`src/hw/rtl/hrlp_pkg.sv`:
```
// Shared types, widths and codes for the HTTP request line parser.
package hrlp_pkg;

  // Longest request that is parsed; longer ones are flagged
  localparam int MAX_LEN = 4096;
  // Byte counter width: holds 0..MAX_LEN
  localparam int POS_W   = $clog2(MAX_LEN + 1);
  // Offset width inside a request: 0..MAX_LEN-1
  localparam int OFS_W   = $clog2(MAX_LEN);

  // Fixed field widths of the result word
  localparam int STATUS_W = 3;
  localparam int METHOD_W = 2;
  localparam int POFF_W   = 12;
  localparam int PLEN_W   = 13;
  localparam int BOFF_W   = 12;
  localparam int LIMIT_W  = 13;

  // Method codes
  localparam logic [METHOD_W-1:0] M_NONE    = 2'd0;
  localparam logic [METHOD_W-1:0] M_GET     = 2'd1;
  localparam logic [METHOD_W-1:0] M_POST    = 2'd2;
  localparam logic [METHOD_W-1:0] M_OPTIONS = 2'd3;

  // Status codes
  localparam logic [STATUS_W-1:0] ST_OK        = 3'd0;
  localparam logic [STATUS_W-1:0] ST_NO_METHOD = 3'd1;
  localparam logic [STATUS_W-1:0] ST_NO_BODY   = 3'd2;
  localparam logic [STATUS_W-1:0] ST_NO_PATH   = 3'd3;
  localparam logic [STATUS_W-1:0] ST_PATH_LONG = 3'd4;
  localparam logic [STATUS_W-1:0] ST_REQ_LONG  = 3'd5;

  // Characters
  localparam logic [7:0] CH_SP    = 8'h20;
  localparam logic [7:0] CH_CR    = 8'h0D;
  localparam logic [7:0] CH_LF    = 8'h0A;
  localparam logic [7:0] CH_SLASH = 8'h2F;
  localparam logic [7:0] CH_QMARK = 8'h3F;

  // Lowercase method words, oldest byte in the high bits
  localparam logic [23:0] WORD_GET     = "get";
  localparam logic [31:0] WORD_POST    = "post";
  localparam logic [55:0] WORD_OPTIONS = "options";
  localparam logic [31:0] WORD_CRLF2   = {CH_CR, CH_LF, CH_CR, CH_LF};

  // Lengths the request must exceed past the method start
  localparam logic [3:0] NEED_GET     = 4'd3;
  localparam logic [3:0] NEED_POST    = 4'd4;
  localparam logic [3:0] NEED_OPTIONS = 4'd7;

  // Reset value of the path length limit
  localparam logic [LIMIT_W-1:0] LIMIT_RST = 13'd256;

  // One accepted input word
  typedef struct packed {
    logic [7:0] data_byte;
    logic       is_last;
  } word_t;

  // One result word
  typedef struct packed {
    logic [STATUS_W-1:0] status;
    logic [METHOD_W-1:0] method;
    logic [POFF_W-1:0]   path_offset;
    logic [PLEN_W-1:0]   path_length;
    logic [BOFF_W-1:0]   body_offset;
  } result_t;

  // ASCII lowercase of seven bytes at once
  function automatic logic [55:0] lower7(input logic [55:0] w);
    logic [55:0] r;
    logic [7:0]  c;
    for (int i = 0; i < 7; i++) begin
      c = w[8*i +: 8];
      if (c >= 8'h41 && c <= 8'h5A) begin
        r[8*i +: 8] = c + 8'd32;
      end else begin
        r[8*i +: 8] = c;
      end
    end
    return r;
  endfunction

  function automatic logic is_term(input logic [7:0] c);
    return (c == CH_SP) || (c == CH_CR) || (c == CH_LF) || (c == CH_QMARK);
  endfunction

endpackage

```
`src/hw/rtl/http_request_line_parser_top.sv`:
```
// HTTP request line parser, one request byte per cycle, one result word per request.
//
// Takes one request byte per cycle with a last flag and gives one result word
// after the last byte: status, method (GET, POST or OPTIONS, case-insensitive,
// after leading spaces), path offset and length, and POST body offset. Each
// byte passes an input register and one scan stage that updates the request
// state and, on the last byte, writes the result register, which holds the result
// word; bytes are taken every cycle while the result register drains. Only a
// finished result held back by out_ready stalls the input. Requests over 4096
// bytes report request too long. The path length limit (cfg_wdata, reset 256)
// is written with cfg_we; write it only while idle, the block does not enforce it.
module http_request_line_parser_top (
  input  logic                            clk,
  input  logic                            rst_n,
  input  logic                            in_valid,
  output logic                            in_ready,
  input  logic [7:0]                      in_data_byte,
  input  logic                            in_is_last,
  output logic                            out_valid,
  input  logic                            out_ready,
  output logic [hrlp_pkg::STATUS_W-1:0]   out_status,
  output logic [hrlp_pkg::METHOD_W-1:0]   out_method,
  output logic [hrlp_pkg::POFF_W-1:0]     out_path_offset,
  output logic [hrlp_pkg::PLEN_W-1:0]     out_path_length,
  output logic [hrlp_pkg::BOFF_W-1:0]     out_body_offset,
  input  logic                            cfg_we,
  input  logic [hrlp_pkg::LIMIT_W-1:0]    cfg_wdata
);
  import hrlp_pkg::*;

  word_t               in_word;
  word_t               s_word;
  logic                s_vld;
  logic                go;
  logic                space;
  result_t             res;
  result_t             out_res;
  logic [LIMIT_W-1:0]  limit_r;

  assign in_word.data_byte = in_data_byte;
  assign in_word.is_last   = in_is_last;

  // Path length limit register
  always_ff @(posedge clk) begin
    if (!rst_n) begin
      limit_r <= LIMIT_RST;
    end else if (cfg_we) begin
      limit_r <= cfg_wdata;
    end
  end

  // Scan stage advances unless a last byte finds no space in the result register
  assign go = s_vld && (!s_word.is_last || space);

  hrlp_in_reg u_in (
    .clk      (clk),
    .rst_n    (rst_n),
    .in_valid (in_valid),
    .in_ready (in_ready),
    .in_word  (in_word),
    .take     (go),
    .vld      (s_vld),
    .word     (s_word)
  );

  hrlp_scan u_scan (
    .clk          (clk),
    .rst_n        (rst_n),
    .go           (go),
    .word         (s_word),
    .max_path_len (limit_r),
    .res          (res)
  );

  hrlp_out_reg u_out (
    .clk       (clk),
    .rst_n     (rst_n),
    .load      (go && s_word.is_last),
    .res       (res),
    .space     (space),
    .out_valid (out_valid),
    .out_ready (out_ready),
    .out_res   (out_res)
  );

  assign out_status      = out_res.status;
  assign out_method      = out_res.method;
  assign out_path_offset = out_res.path_offset;
  assign out_path_length = out_res.path_length;
  assign out_body_offset = out_res.body_offset;

endmodule

```
`src/hw/rtl/hrlp_in_reg.sv`:
```
// Input register: holds one accepted byte word for the scan stage.
module hrlp_in_reg (
  input  logic           clk,
  input  logic           rst_n,
  input  logic           in_valid,
  output logic           in_ready,
  input  hrlp_pkg::word_t in_word,
  input  logic           take,
  output logic           vld,
  output hrlp_pkg::word_t word
);
  import hrlp_pkg::*;

  logic  vld_r;
  word_t word_r;

  // Free when empty or when the held word moves on this cycle
  assign in_ready = !vld_r || take;
  assign vld      = vld_r;
  assign word     = word_r;

  always_ff @(posedge clk) begin
    if (!rst_n) begin
      vld_r <= 1'b0;
    end else if (in_ready) begin
      vld_r <= in_valid;
    end
  end

  always_ff @(posedge clk) begin
    if (in_valid && in_ready) begin
      word_r <= in_word;
    end
  end

endmodule

```
`src/hw/rtl/hrlp_scan.sv`:
```
// Request scan: per-request tracking state and the result on the last byte.
module hrlp_scan (
  input  logic                      clk,
  input  logic                      rst_n,
  input  logic                      go,
  input  hrlp_pkg::word_t           word,
  input  logic [hrlp_pkg::LIMIT_W-1:0] max_path_len,
  output hrlp_pkg::result_t         res
);
  import hrlp_pkg::*;

  // State registers
  logic [POS_W-1:0]    pos_r,       pos_nxt;
  logic                skip_r,      skip_nxt;
  logic [OFS_W-1:0]    mstart_r,    mstart_nxt;
  logic [47:0]         recent_r,    recent_nxt;
  logic [METHOD_W-1:0] meth_r,      meth_nxt;
  logic [POS_W-1:0]    uri_r,       uri_nxt;
  logic                sseen_r,     sseen_nxt;
  logic [OFS_W-1:0]    spos_r,      spos_nxt;
  logic                closed_r,    closed_nxt;
  logic [OFS_W-1:0]    pend_r,      pend_nxt;
  logic                bseen_r,     bseen_nxt;
  logic [POS_W-1:0]    bpos_r,      bpos_nxt;

  logic [7:0]       b;
  logic             proc;
  logic [55:0]      lw;
  logic [OFS_W-1:0] d;
  logic [POS_W:0]   uri_p3;
  logic [POS_W-1:0] len;
  logic [POS_W-1:0] kp1;
  logic [3:0]       need;
  logic [POS_W-1:0] mend;
  logic [POS_W-1:0] pstop;
  logic [POS_W-1:0] plen;

  assign b    = word.data_byte;
  assign proc = pos_r < POS_W'(MAX_LEN);
  assign kp1  = pos_r + 1'b1;

  // Per-byte state update
  always_comb begin
    pos_nxt    = pos_r;
    skip_nxt   = skip_r;
    mstart_nxt = mstart_r;
    recent_nxt = recent_r;
    meth_nxt   = meth_r;
    uri_nxt    = uri_r;
    sseen_nxt  = sseen_r;
    spos_nxt   = spos_r;
    closed_nxt = closed_r;
    pend_nxt   = pend_r;
    bseen_nxt  = bseen_r;
    bpos_nxt   = bpos_r;
    lw         = lower7({recent_r, b});
    d          = '0;
    uri_p3     = {1'b0, uri_r} + (POS_W+1)'(3);
    if (proc) begin
      recent_nxt = {recent_r[39:0], b};
      // first non-space byte opens the method word
      if (skip_r && b != CH_SP) begin
        skip_nxt   = 1'b0;
        mstart_nxt = pos_r[OFS_W-1:0];
      end
      d = pos_r[OFS_W-1:0] - mstart_nxt;
      if (!skip_nxt && meth_r == M_NONE) begin
        // method word match on the byte that ends it
        if (d == OFS_W'(2) && lw[23:0] == WORD_GET) begin
          meth_nxt = M_GET;
          uri_nxt  = kp1;
        end else if (d == OFS_W'(3) && lw[31:0] == WORD_POST) begin
          meth_nxt = M_POST;
          uri_nxt  = kp1;
        end else if (d == OFS_W'(6) && lw == WORD_OPTIONS) begin
          meth_nxt = M_OPTIONS;
          uri_nxt  = kp1;
        end
      end else if (meth_r != M_NONE) begin
        // path start and end
        if (!sseen_r) begin
          if (b == CH_SLASH && !word.is_last) begin
            sseen_nxt = 1'b1;
            spos_nxt  = pos_r[OFS_W-1:0];
          end
        end else if (!closed_r && is_term(b)) begin
          closed_nxt = 1'b1;
          pend_nxt   = pos_r[OFS_W-1:0];
        end
        // POST body after the first blank line
        if (meth_r == M_POST && !bseen_r && {1'b0, pos_r} >= uri_p3 &&
            recent_nxt[31:0] == WORD_CRLF2) begin
          bseen_nxt = 1'b1;
          bpos_nxt  = kp1;
        end
      end
      pos_nxt = kp1;
    end
  end

  // Result from the updated state
  always_comb begin
    len = kp1;
    case (meth_nxt)
      M_GET:   need = NEED_GET;
      M_POST:  need = NEED_POST;
      default: need = NEED_OPTIONS;
    endcase
    mend  = POS_W'(mstart_nxt) + POS_W'(need);
    pstop = closed_nxt ? POS_W'(pend_nxt) : len;
    plen  = pstop - POS_W'(spos_nxt);
    res   = '0;
    if (!proc) begin
      res.status = ST_REQ_LONG;
    end else if (meth_nxt == M_NONE || mend >= len) begin
      res.status = ST_NO_METHOD;
    end else if (meth_nxt == M_POST && (!bseen_nxt || bpos_nxt >= len)) begin
      res.status = ST_NO_BODY;
      res.method = M_POST;
    end else begin
      res.method = meth_nxt;
      if (meth_nxt == M_POST) begin
        res.body_offset = BOFF_W'(bpos_nxt);
      end
      if (!sseen_nxt) begin
        res.status = ST_NO_PATH;
      end else begin
        res.path_offset = POFF_W'(spos_nxt);
        res.path_length = PLEN_W'(plen);
        res.status = (32'(plen) < 32'(max_path_len)) ? ST_OK : ST_PATH_LONG;
      end
    end
  end

  // State registers; cleared after the last byte of each request
  always_ff @(posedge clk) begin
    if (!rst_n || (go && word.is_last)) begin
      pos_r    <= '0;
      skip_r   <= 1'b1;
      mstart_r <= '0;
      recent_r <= '0;
      meth_r   <= M_NONE;
      uri_r    <= '0;
      sseen_r  <= 1'b0;
      spos_r   <= '0;
      closed_r <= 1'b0;
      pend_r   <= '0;
      bseen_r  <= 1'b0;
      bpos_r   <= '0;
    end else if (go) begin
      pos_r    <= pos_nxt;
      skip_r   <= skip_nxt;
      mstart_r <= mstart_nxt;
      recent_r <= recent_nxt;
      meth_r   <= meth_nxt;
      uri_r    <= uri_nxt;
      sseen_r  <= sseen_nxt;
      spos_r   <= spos_nxt;
      closed_r <= closed_nxt;
      pend_r   <= pend_nxt;
      bseen_r  <= bseen_nxt;
      bpos_r   <= bpos_nxt;
    end
  end

endmodule

```
`src/hw/rtl/hrlp_out_reg.sv`:
```
// Output register: holds one result word until the consumer takes it.
module hrlp_out_reg (
  input  logic              clk,
  input  logic              rst_n,
  input  logic              load,
  input  hrlp_pkg::result_t res,
  output logic              space,
  output logic              out_valid,
  input  logic              out_ready,
  output hrlp_pkg::result_t out_res
);
  import hrlp_pkg::*;

  logic    vld_r;
  result_t res_r;

  // A new word may land when empty or when the held one leaves now
  assign space     = !vld_r || out_ready;
  assign out_valid = vld_r;
  assign out_res   = res_r;

  always_ff @(posedge clk) begin
    if (!rst_n) begin
      vld_r <= 1'b0;
    end else if (space) begin
      vld_r <= load;
    end
  end

  always_ff @(posedge clk) begin
    if (load && space) begin
      res_r <= res;
    end
  end

endmodule

```
`config.mk`:
```
export PLATFORM = sky130hd
export DESIGN_NAME = http_request_line_parser_top
export DESIGN_NICKNAME = d
export VERILOG_FILES = /design/src/hw/rtl/hrlp_pkg.sv /design/src/hw/rtl/http_request_line_parser_top.sv /design/src/hw/rtl/hrlp_in_reg.sv /design/src/hw/rtl/hrlp_scan.sv /design/src/hw/rtl/hrlp_out_reg.sv
export SDC_FILE = /design/constraint.sdc
export NUM_CORES = 1
export LEC_CHECK = 0
export ABC_AREA = 0
export BUFFER_PORTS_ARGS = -buffer_cell sky130_fd_sc_hd__buf_4
export CAP_MARGIN = 5
export CELL_PAD_IN_SITES_DETAIL_PLACEMENT = 0
export CELL_PAD_IN_SITES_GLOBAL_PLACEMENT = 1
export CORE_UTILIZATION = 47
export CTS_CLUSTER_SIZE = 24
export DETAILED_ROUTE_END_ITERATION = 7
export GPL_TIMING_DRIVEN = 0
export PLACE_DENSITY = 0.77
export SETUP_SLACK_MARGIN = 0.02
export SYNTH_ARGS = -nofsm -noshare
export SYNTH_HDL_FRONTEND = slang
export SYNTH_HIERARCHICAL = 1
export SYNTH_SLANG_ARGS = --single-unit
```
`constraint.sdc`:
```
create_clock -name clk -period 9.7 [get_ports clk]
set_input_delay 0.97 -clock clk [delete_from_list [all_inputs] [get_ports clk]]
set_output_delay 0.97 -clock clk [all_outputs]
set_load 0.01 [all_outputs]
```
==> qor.csv, run 1 <==
metric,value,unit
clkSlewWorstSetupHoldPaths,0.08,ns
place.gp.congestion,0.877,
required,9.94,ns
gr-total-overflow,0,
synth_edf_count,51,
fin_util,0.542,
critPathCapture,u_out/out_res[25]$_DFFE_PP_,
yosys.cell_types.count,70,
synth_nets,1443,
root_buffer,clkbuf_16,
rr_worst_depth,29,
firstDrtPassIters,5,
cts_tree,done,
coreArea,24200,sq um
crit_family,simple AND/OR/NAND/NOR gates,
synth_largest_area_cell,dfxtp_1,
routed_wl,32100,microns
period_minus_slack,8.79,ns
cts_resized,0,
yosysSeqAreaShare,0.380,
fin_ws,0.912,ns
viasPerCell,5.52,
synth_ff_type,dfxtp_1,
cts_setup_buffers,0,
p_leak,4.75,nW
path_buf_inv,3,
setup_violations,0,
period_share,0.906,
drive_above_1_share,0.108,
cp-startpoint,u_in/word[2]$_DFFE_PP_,
fin_cells,1752,
max_stage_delay,0.57,ns
drt_iter0_drc,594,
dpl_cell_area,12500,sq um
layout_common_cells,"175 x nand2_1, 150 x nor2_1, 144 x dfxtp_1, 123 x a21oi_1, 86 x ha_1",
async_reset_ff_frac,0,
numPortBuffers,69,
clock_path_buffers,2,
rr_endpoint,u_out/out_res[25]$_DFFE_PP_,
antenna_found_initial,0,
cts_inserted_buffers,17,
drv_slew,0,
rsz0062_at_grt,false,
clkLatencyLatePin,0.44,ns
r2r_start,u_in/word[2]$_DFFE_PP_,
grt_pass1_wl,50700,microns
grt_max_degree,43,
start_util,0.479,
critPathSlowestCell,edfxtp_1,
nets,1531,
area_growth,13.2,%
finalHoldViolations,0,
htree_levels,4,
clock_skew,0.0142,ns
pin_count,71,
startpoint_type,register,
yosys_warnings,6,
hold_class,register to register,
dp.cells,1720,
drtAntennaViolNets,0,
synth_top_area_frac,0.248,
hpwl,24900,microns
rows,57,
r2r_slack,0.91,ns
maxSlewHeadroom,0.311,
num_vias,9668,
grt_pass1_vias,9098,
die-width,159,microns
dieArea,25300,sq um
clock-sinks,195,
hold_path_depth,2,
end_kind,register,
final_cell_area,13100,sq um
die_h,159,microns
tns,0,ns
num_antenna_cells,0,
cap_viol_max_count,0,
max_freq,114,MHz
worst_pin_slew,1.03,ns
path_class,register to register,
path_max_fanout,10,
power.density,145,nW/um^2
crit_arrival,9.03,ns
synth-seq-cells,195,
outcome,"complete, no violations",
vdd_ir_drop_max,0.0000974,V
synth_area_leaders,"dfxtp_1 25%, edfxtp_1 13%, ha_1 9.3%, mux2i_1 6.7%, nand2_1 5.7%",
grt_util_all_layers,0.256,
place_ws,1.06,ns
syn_inst,1327,
cp.depth,29,
synth_area,11600,sq um
avgRoutedWirePerCell,18.3,microns
drc,0,
cts_hold_buf,0,
final_common_cell,nand2_1,
syn_area_per_cell,8.75,sq um
-- report_power, final --
part | internal (mW) | switching [mW] | leakage [nW]
registers | 0.858 | 0.0226 | 1.59
clock network | 0.354 | 0.360 | 0.295
logic | 0.119 | 0.184 | 2.86
total | 1.33 | 0.567 | 4.75
-- sequential cells by signal, summed over array words and instances (netlist names), 12 cells and up --
| register | flops |
|---|---|
| limit_r | 13 |
| u_out/out_res | 42 |
| u_scan/bpos_r | 13 |
| u_scan/mstart_r | 12 |
| u_scan/pend_r | 12 |
| u_scan/pos_r | 13 |
| u_scan/recent_r | 48 |
| u_scan/spos_r | 12 |
| u_scan/uri_r | 13 |
-- worst min path at each step --
stage,startpoint,to
3_5_place_dp,u_scan/recent_r[40]$_SDFFE_PP0P_,u_scan/recent_r[40]$_SDFFE_PP0P_
2_1_floorplan,u_scan/recent_r[42]$_SDFFE_PP0P_,u_scan/recent_r[42]$_SDFFE_PP0P_
6_report,u_scan/recent_r[40]$_SDFFE_PP0P_,u_scan/recent_r[40]$_SDFFE_PP0P_
5_1_grt,u_scan/recent_r[40]$_SDFFE_PP0P_,u_scan/recent_r[40]$_SDFFE_PP0P_
4_1_cts,u_scan/recent_r[42]$_SDFFE_PP0P_,u_scan/recent_r[42]$_SDFFE_PP0P_
3_3_place_gp,u_scan/recent_r[41]$_SDFFE_PP0P_,u_scan/recent_r[41]$_SDFFE_PP0P_
-- synth_stat cells, drive strengths merged, types with 2 or more instances --
library cell	instances
a211oi	33
a21boi	3
a21o	10
a21oi	125
a31oi	2
and2	2
and3	10
and4	2
buf	18
clkbuf	52
dfxtp	144
edfxtp	51
fa	3
ha	86
inv	48
mux2	4
mux2i	78
nand2	175
nand2b	12
nand3	38
nand3b	2
nand4	13
nand4b	5
nor2	152
nor2b	38
nor3	26
nor3b	5
nor4	21
nor4b	7
o2111ai	4
o211ai	3
o21a	4
o21ai	42
o21bai	5
o221ai	3
o22ai	3
o311ai	3
o31ai	6
or2	5
or3	7
or4	2
xnor2	32
xor2	32
-- per-layer routing --
metal  up-vias  wire length (microns)  global-route usage
met2       224                  15500               0.434
met3        34                   1410              0.0307
met1      4566                  14800               0.348
met5         -                      0                   0
li1       4844                      -                   -
met4         0                    416              0.0634
-- layout make-up --
class	instances	area (sq um)
Fill cell	2322	11100
Inverter	48	180
Timing Repair Buffer	69	518
Sequential cell	195	4410
Multi-Input combinational cell	1014	6680
Tap cell	324	405
Buffer	70	328
Clock buffer	18	439
Clock inverter	14	164
-- worst min-delay path: cells and delay by family, from the launching register on --
family	cells	cell delay, ns
flip-flops	1	0.32
AND/OR/NAND/NOR	1	0.05
AO/OA/AOI/OAI	1	0.05
-- metrics by stage --
stage / total power, mW / hold WS (ns)
CTS: 1.91 / 0.464
finish: 1.90 / 0.460
global placement: 1.20 / 0.447
floorplan: 1.10 / 0.436
detailed placement: 1.20 / 0.452
global route: 1.98 / 0.487
-- cell families after synthesis --
logic type / count (synthesis) / share of synthesized area
adder cells (fa/ha/maj): 89 / 0.0979
XOR/XNOR: 64 / 0.0483
AO/OA/AOI/OAI: 253 / 0.137
flip-flops: 195 / 0.380
multiplexers: 82 / 0.0712
AND/OR/NAND/NOR: 526 / 0.222
buffers and inverters: 118 / 0.0438
Note: power is estimated with default switching activity, not from simulation.
==> run 2: changes to the inputs <==
--- a/config.mk
+++ b/config.mk
@@ -15,6 +15,7 @@
 export DETAILED_ROUTE_END_ITERATION = 7
 export GPL_TIMING_DRIVEN = 0
 export PLACE_DENSITY = 0.77
+export REMOVE_ABC_BUFFERS = 1
 export SETUP_SLACK_MARGIN = 0.02
 export SYNTH_ARGS = -nofsm -noshare
 export SYNTH_HDL_FRONTEND = slang
==> run 2 against run 1 <==
  * Critical path depth unchanged
  * Clock power fell by 2%
  * Count of clock-buffer cells in the layout unchanged
  * Fmax fell by 0.38%
  * Final area shrank 0.70%
  * Wire length decreased by 11%
  * Sequential share of layout area increased by 0.24 points
  * Global-route usage shrank 2.8 points
  * Critical endpoint is now u_out/out_res[6]$_DFFE_PP_
  * Largest power group unchanged
==> qor.csv, run 2 (synthesis gave the netlist of run 1 again) <==
metric,value,unit,change
outcome,"complete, no violations",,
path_class,register to register,,
coreArea,24200,sq um,unchanged
avgRoutedWirePerCell,16.8,microns,-8.3%
cts_tree,done,,
maxSlewHeadroom,0.344,,+0.0333
routed_wl,28500,microns,-11%
numPortBuffers,70,,+1.4%
largest-register,u_scan/recent_r,,
final_common_cell,nand2_1,,
final_cell_area,13000,sq um,-0.70%
end_kind,register,,
required,9.98,ns,+0.04 ns
drtAntennaViolNets,0,,unchanged
vdd_ir_drop_max,0.0000827,V,-15%
grt_pass1_vias,8752,,-3.8%
cts_inserted_buffers,17,,unchanged
period_share,0.909,,+0.00347
num_antenna_cells,0,,unchanged
finalHoldViolations,0,,unchanged
crit_arrival,9.10,ns,+0.07 ns
place_ws,0.450,ns,-0.609 ns
dpl_cell_area,12500,sq um,-0.50%
grt_pass1_wl,46400,microns,-8.5%
firstDrtPassIters,5,,unchanged
cap_viol_max_count,0,,unchanged
die-width,159,microns,unchanged
dieArea,25300,sq um,unchanged
antenna_found_initial,0,,unchanged
hold_class,register to register,,
fin_ws,0.879,ns,-0.0336 ns
start_util,0.479,,unchanged
drc,0,,unchanged
gr-total-overflow,0,,unchanged
htree_levels,4,,unchanged
largest_reg_flops,48,,unchanged
max_stage_delay,0.72,ns,+0.15 ns
clock-sinks,195,,unchanged
rsz0062_at_grt,false,,
clock_path_buffers,2,,unchanged
startpoint_type,register,,
clkLatencyLatePin,0.44,ns,about the same
p_leak,4.71,nW,-0.79%
critPathSlowestCell,nand4bb_1,,
clkSlewWorstSetupHoldPaths,0.08,ns,about the same
fill_cells,2286,,-1.6%
grt_util_all_layers,0.229,,-0.0278
area_growth,12.4,%,
root_buffer,clkbuf_16,,
drive_above_1_share,0.118,,+0.0104
grt_max_degree,77,,+79%
setup_violations,0,,unchanged
pin_count,71,,unchanged
period_minus_slack,8.82,ns,+0.0336 ns
worst_pin_slew,0.981,ns,-0.0453 ns
power.density,144,nW/um^2,-0.61%
max_freq,113,MHz,-0.38%
hpwl,20900,microns,-16%
drt_iter0_drc,608,,+2.4%
clock_skew,0.0129,ns,-0.00127 ns
num_vias,9342,,-3.4%
place.gp.congestion,0.859,,-2.1%
drv_slew,0,,unchanged
path_max_fanout,26,,+16
viasPerCell,5.51,,about the same
nets,1473,,-3.8%
rows,57,,unchanged
layout_common_cells,"172 x nand2_1, 148 x nor2_1, 144 x dfxtp_1, 123 x a21oi_1, 86 x ha_1",,
r2r_slack,0.88,ns,-0.03 ns
die_h,159,microns,unchanged
[run 2: cell count changes in the layout (fill, tap and decap cells not counted), moves of 3 or more]
cell,previous run,this run
clkinv_4,1,5
nor3_1,25,22
clkinv_8,6,0
buf_1,5,0
inv_8,1,5
nand2_1,175,172
buf_16,0,4
nor3_2,0,3
buf_2,8,1
clkbuf_1,52,1
[run 2: path summary, 6_finish.rpt]
check | from | to | cells past startpoint
worst min-delay path | u_scan/recent_r[40]$_SDFFE_PP0P_ | u_scan/recent_r[40]$_SDFFE_PP0P_ | 2
worst min register to register | u_scan/recent_r[40]$_SDFFE_PP0P_ | u_scan/recent_r[40]$_SDFFE_PP0P_ | 2
worst max register to register | u_in/word[1]$_DFFE_PP_ | u_out/out_res[6]$_DFFE_PP_ | 29
worst max-delay path | u_in/word[1]$_DFFE_PP_ | u_out/out_res[6]$_DFFE_PP_ | 29
[run 2: per-layer routing]
layer,share of wire,routed length [microns],vias up,track usage
met4,0.022,620,0,0.0809
li1,-,-,4733,-
met1,0.50,14400,4414,0.328
met5,0,0,-,0
met2,0.44,12600,166,0.357
met3,0.030,852,29,0.0242
[run 2: cell type report]
class                      count  area (sq um)  area share
tap                          324           405      0.0311
multi-input combinational   1014          6740       0.517
clock buffer                  18           429      0.0329
timing repair buffer          81           729      0.0559
inverter                      48           180      0.0138
clock inverter                14           139      0.0107
sequential                   195          4410       0.339
[run 2: critical path: cells and delay by family, from the launching register on]
family                     cells  cell delay, ns
and+or+nand+nor               12            3.35
AOI/OAI and AO/OA             12            3.22
adders and majority gates      4            1.31
DFF                            1            0.54
xor gates and xnor gates       1            0.20
[run 2: what timing repair did]
action	in CTS	in global routing
gates resized for setup	0	1
hold buffers	0	0
setup endpoints to repair	0	1
setup buffers	0	0
[run 2: report_power, final]
group / switching [mW] / leakage [nW] / internal, mW
Sequential: 0.0213 / 1.59 / 0.858
Combinational: 0.176 / 2.83 / 0.121
Clock: 0.352 / 0.282 / 0.344
[run 2: through the flow]
stage	hold slack, ns	power [mW]	cells	util	TNS [ns]
after floorplan	0.436	1.09	1257	-	0
after global placement	0.445	1.19	1651	0.503	-17.55
after detailed placement	0.447	1.20	1662	0.514	0
after CTS	0.459	1.89	1694	0.538	0
after global routing	0.480	1.96	1694	0.538	0
final	0.458	1.87	1694	0.538	0
==> run 3: changes to the inputs <==
--- a/config.mk
+++ b/config.mk
@@ -10,11 +10,12 @@
 export CAP_MARGIN = 5
 export CELL_PAD_IN_SITES_DETAIL_PLACEMENT = 0
 export CELL_PAD_IN_SITES_GLOBAL_PLACEMENT = 1
-export CORE_UTILIZATION = 47
+export CORE_UTILIZATION = 35
+export CTS_BUF_LIST = sky130_fd_sc_hd__clkbuf_4 sky130_fd_sc_hd__clkbuf_8 sky130_fd_sc_hd__clkbuf_16
 export CTS_CLUSTER_SIZE = 24
 export DETAILED_ROUTE_END_ITERATION = 7
 export GPL_TIMING_DRIVEN = 0
-export PLACE_DENSITY = 0.77
+export PLACE_DENSITY = 0.6
 export REMOVE_ABC_BUFFERS = 1
 export SETUP_SLACK_MARGIN = 0.02
 export SYNTH_ARGS = -nofsm -noshare
==> run 3 against run 2 <==
  * Clock skew grew 0.0061 ns
  * Wire length grew 11%
  * Hold slack gained 0.0034 ns
  * Sequential power is essentially flat
  * Non-clock buffer count shrank 1
  * Total power grew 0.42%
  * Highest routed layer unchanged
==> qor.csv, run 3 (synthesis gave the netlist of run 1 again) <==
metric,value,unit,change
outcome,"complete, no violations",,
cts_tree,done,,
final-seq-area,4410,sq um,unchanged
grt_pass1_vias,8840,,+1.0%
drive_above_1_share,0.118,,-0.000644
clkSlewWorstSetupHoldPaths,0.08,ns,about the same
place.gp.congestion,0.837,,-2.5%
final_common_cell,nand2_1,,
drv_slew,0,,unchanged
pin_count,71,,unchanged
drtAntennaViolNets,0,,unchanged
power,1.88,mW,+0.42%
maxSlewHeadroom,0.373,,+0.0292
dp.cells,1779,,+7.0%
cp_common_cell,ha_1,,
area_growth,13.3,%,
dieArea,33900,sq um,+34%
hpwl,23100,microns,+10%
num_vias,9239,,-1.1%
htree_levels,4,,unchanged
p_leak,4.68,nW,-0.53%
grt_pass1_wl,50600,microns,+8.9%
grt_util_all_layers,0.195,,-0.0340
layout_common_cells,"172 x nand2_1, 148 x nor2_1, 144 x dfxtp_1, 123 x a21oi_1, 86 x ha_1",,
cap_viol_max_count,0,,unchanged
largest-register,u_scan/recent_r,,
die-width,184,microns,+16%
fin_util,0.403,,-0.135
period_share,0.912,,+0.00278
drc,0,,unchanged
path_max_fanout,26,,unchanged
avgRoutedWirePerCell,17.5,microns,+3.9%
critPathSlowestCell,nand4bb_2,,
crit_family,simple AND/OR/NAND/NOR gates,,
gr-total-overflow,0,,unchanged
antenna_found_initial,0,,unchanged
required,9.98,ns,about the same
largest_reg_flops,48,,unchanged
viasPerCell,5.10,,-7.5%
multi_input_comb_area,6750,sq um,about the same
numPortBuffers,70,,unchanged
rows,66,,+16%
power.density,143,nW/um^2,-0.38%
finalHoldViolations,0,,unchanged
crit_arrival,9.13,ns,+0.03 ns
routed_wl,31600,microns,+11%
coreArea,32600,sq um,+35%
max_freq,113,MHz,-0.30%
num_antenna_cells,0,,unchanged
worst_pin_slew,0.939,ns,-0.0416 ns
setup_violations,0,,unchanged
dpl_cell_area,12600,sq um,+0.86%
clkLatencyLatePin,0.46,ns,+0.02 ns
rsz0062_at_grt,false,,
clock-sinks,195,,unchanged
period_minus_slack,8.85,ns,+0.0269 ns
root_buffer,clkbuf_16,,
final_cell_area,13100,sq um,+0.81%
fin_cells,1811,,+6.9%
firstDrtPassIters,5,,unchanged
max_stage_delay,0.70,ns,-0.02 ns
path_class,register to register,,
start_util,0.356,,-0.123
vdd_ir_drop_max,0.000126,V,+52%
hold_class,register to register,,
grt_max_degree,72,,-6.5%
clock_skew,0.0191,ns,+0.00614 ns
die_h,184,microns,+16%
nets,1472,,-0.068%
clock_path_buffers,2,,unchanged
end_kind,register,,
startpoint_type,register,,
cts_inserted_buffers,17,,unchanged
cts_hold_buf,0,,unchanged
path_buf_inv,0,,unchanged
drt_iter0_drc,446,,-27%
whs,0.461,ns,+0.00337 ns
fill_cells,3324,,+45%
## run 3: cell types whose count changed in the layout (fill, tap and decap cells not counted), moves of 2 or more
cell      before  now
inv_8          5    1
buf_16         4    1
buf_12         2    4
clkinv_1       0    2
## run 3: path summary, 6_finish.rpt
path | from | endpoint | slack, ns | cells past startpoint
max | u_in/word[2]$_DFFE_PP_ | u_out/out_res[0]$_DFFE_PP_ | 0.85 | 26
min | u_scan/recent_r[40]$_SDFFE_PP0P_ | u_scan/recent_r[40]$_SDFFE_PP0P_ | 0.46 | 2
max reg2reg | u_in/word[2]$_DFFE_PP_ | u_out/out_res[0]$_DFFE_PP_ | 0.85 | 26
min reg2reg | u_scan/recent_r[40]$_SDFFE_PP0P_ | u_scan/recent_r[40]$_SDFFE_PP0P_ | 0.46 | 2
## run 3: power by group
part,total (mW),internal [mW],switching [mW]
registers,0.879,0.858,0.0208
clock network,0.702,0.354,0.348
logic,0.300,0.120,0.180
total,1.88,1.33,0.548
## run 3: layout make-up
type,instances,share of cell area
multi-input combinational,1014,0.513
sequential,195,0.336
timing repair buffer,80,0.0523
tap,442,0.0421
clock buffer,19,0.0353
inverter,48,0.0137
clock inverter,13,0.00752
## run 3: tightest hold or removal path, stage by stage, from the launching register on
cell,delay (ns)
dfxtp_1,0.31
nand2_1,0.05
a21oi_1,0.05
## run 3: timing repair
action | 4_1_cts | 5_1_grt
hold endpoints to repair | 0 | 0
resized for setup | 0 | 2
buffers inserted | 0 | 0
setup endpoints to repair | 0 | 12
## run 3: stage by stage
stage	setup WS, ns	setup TNS [ns]
after floorplan	2.71	0
after global placement	-1.82	-36.71
after detailed placement	0.338	0
after CTS	0.274	0
after global routing	0.260	0
final	0.852	0
## run 3: routing by layer
layer	up-vias	track usage	share of wire
li1	4724	-	-
met1	4368	0.257	0.48
met2	120	0.326	0.48
met3	27	0.0304	0.027
met4	0	0.0573	0.016
met5	-	0	0
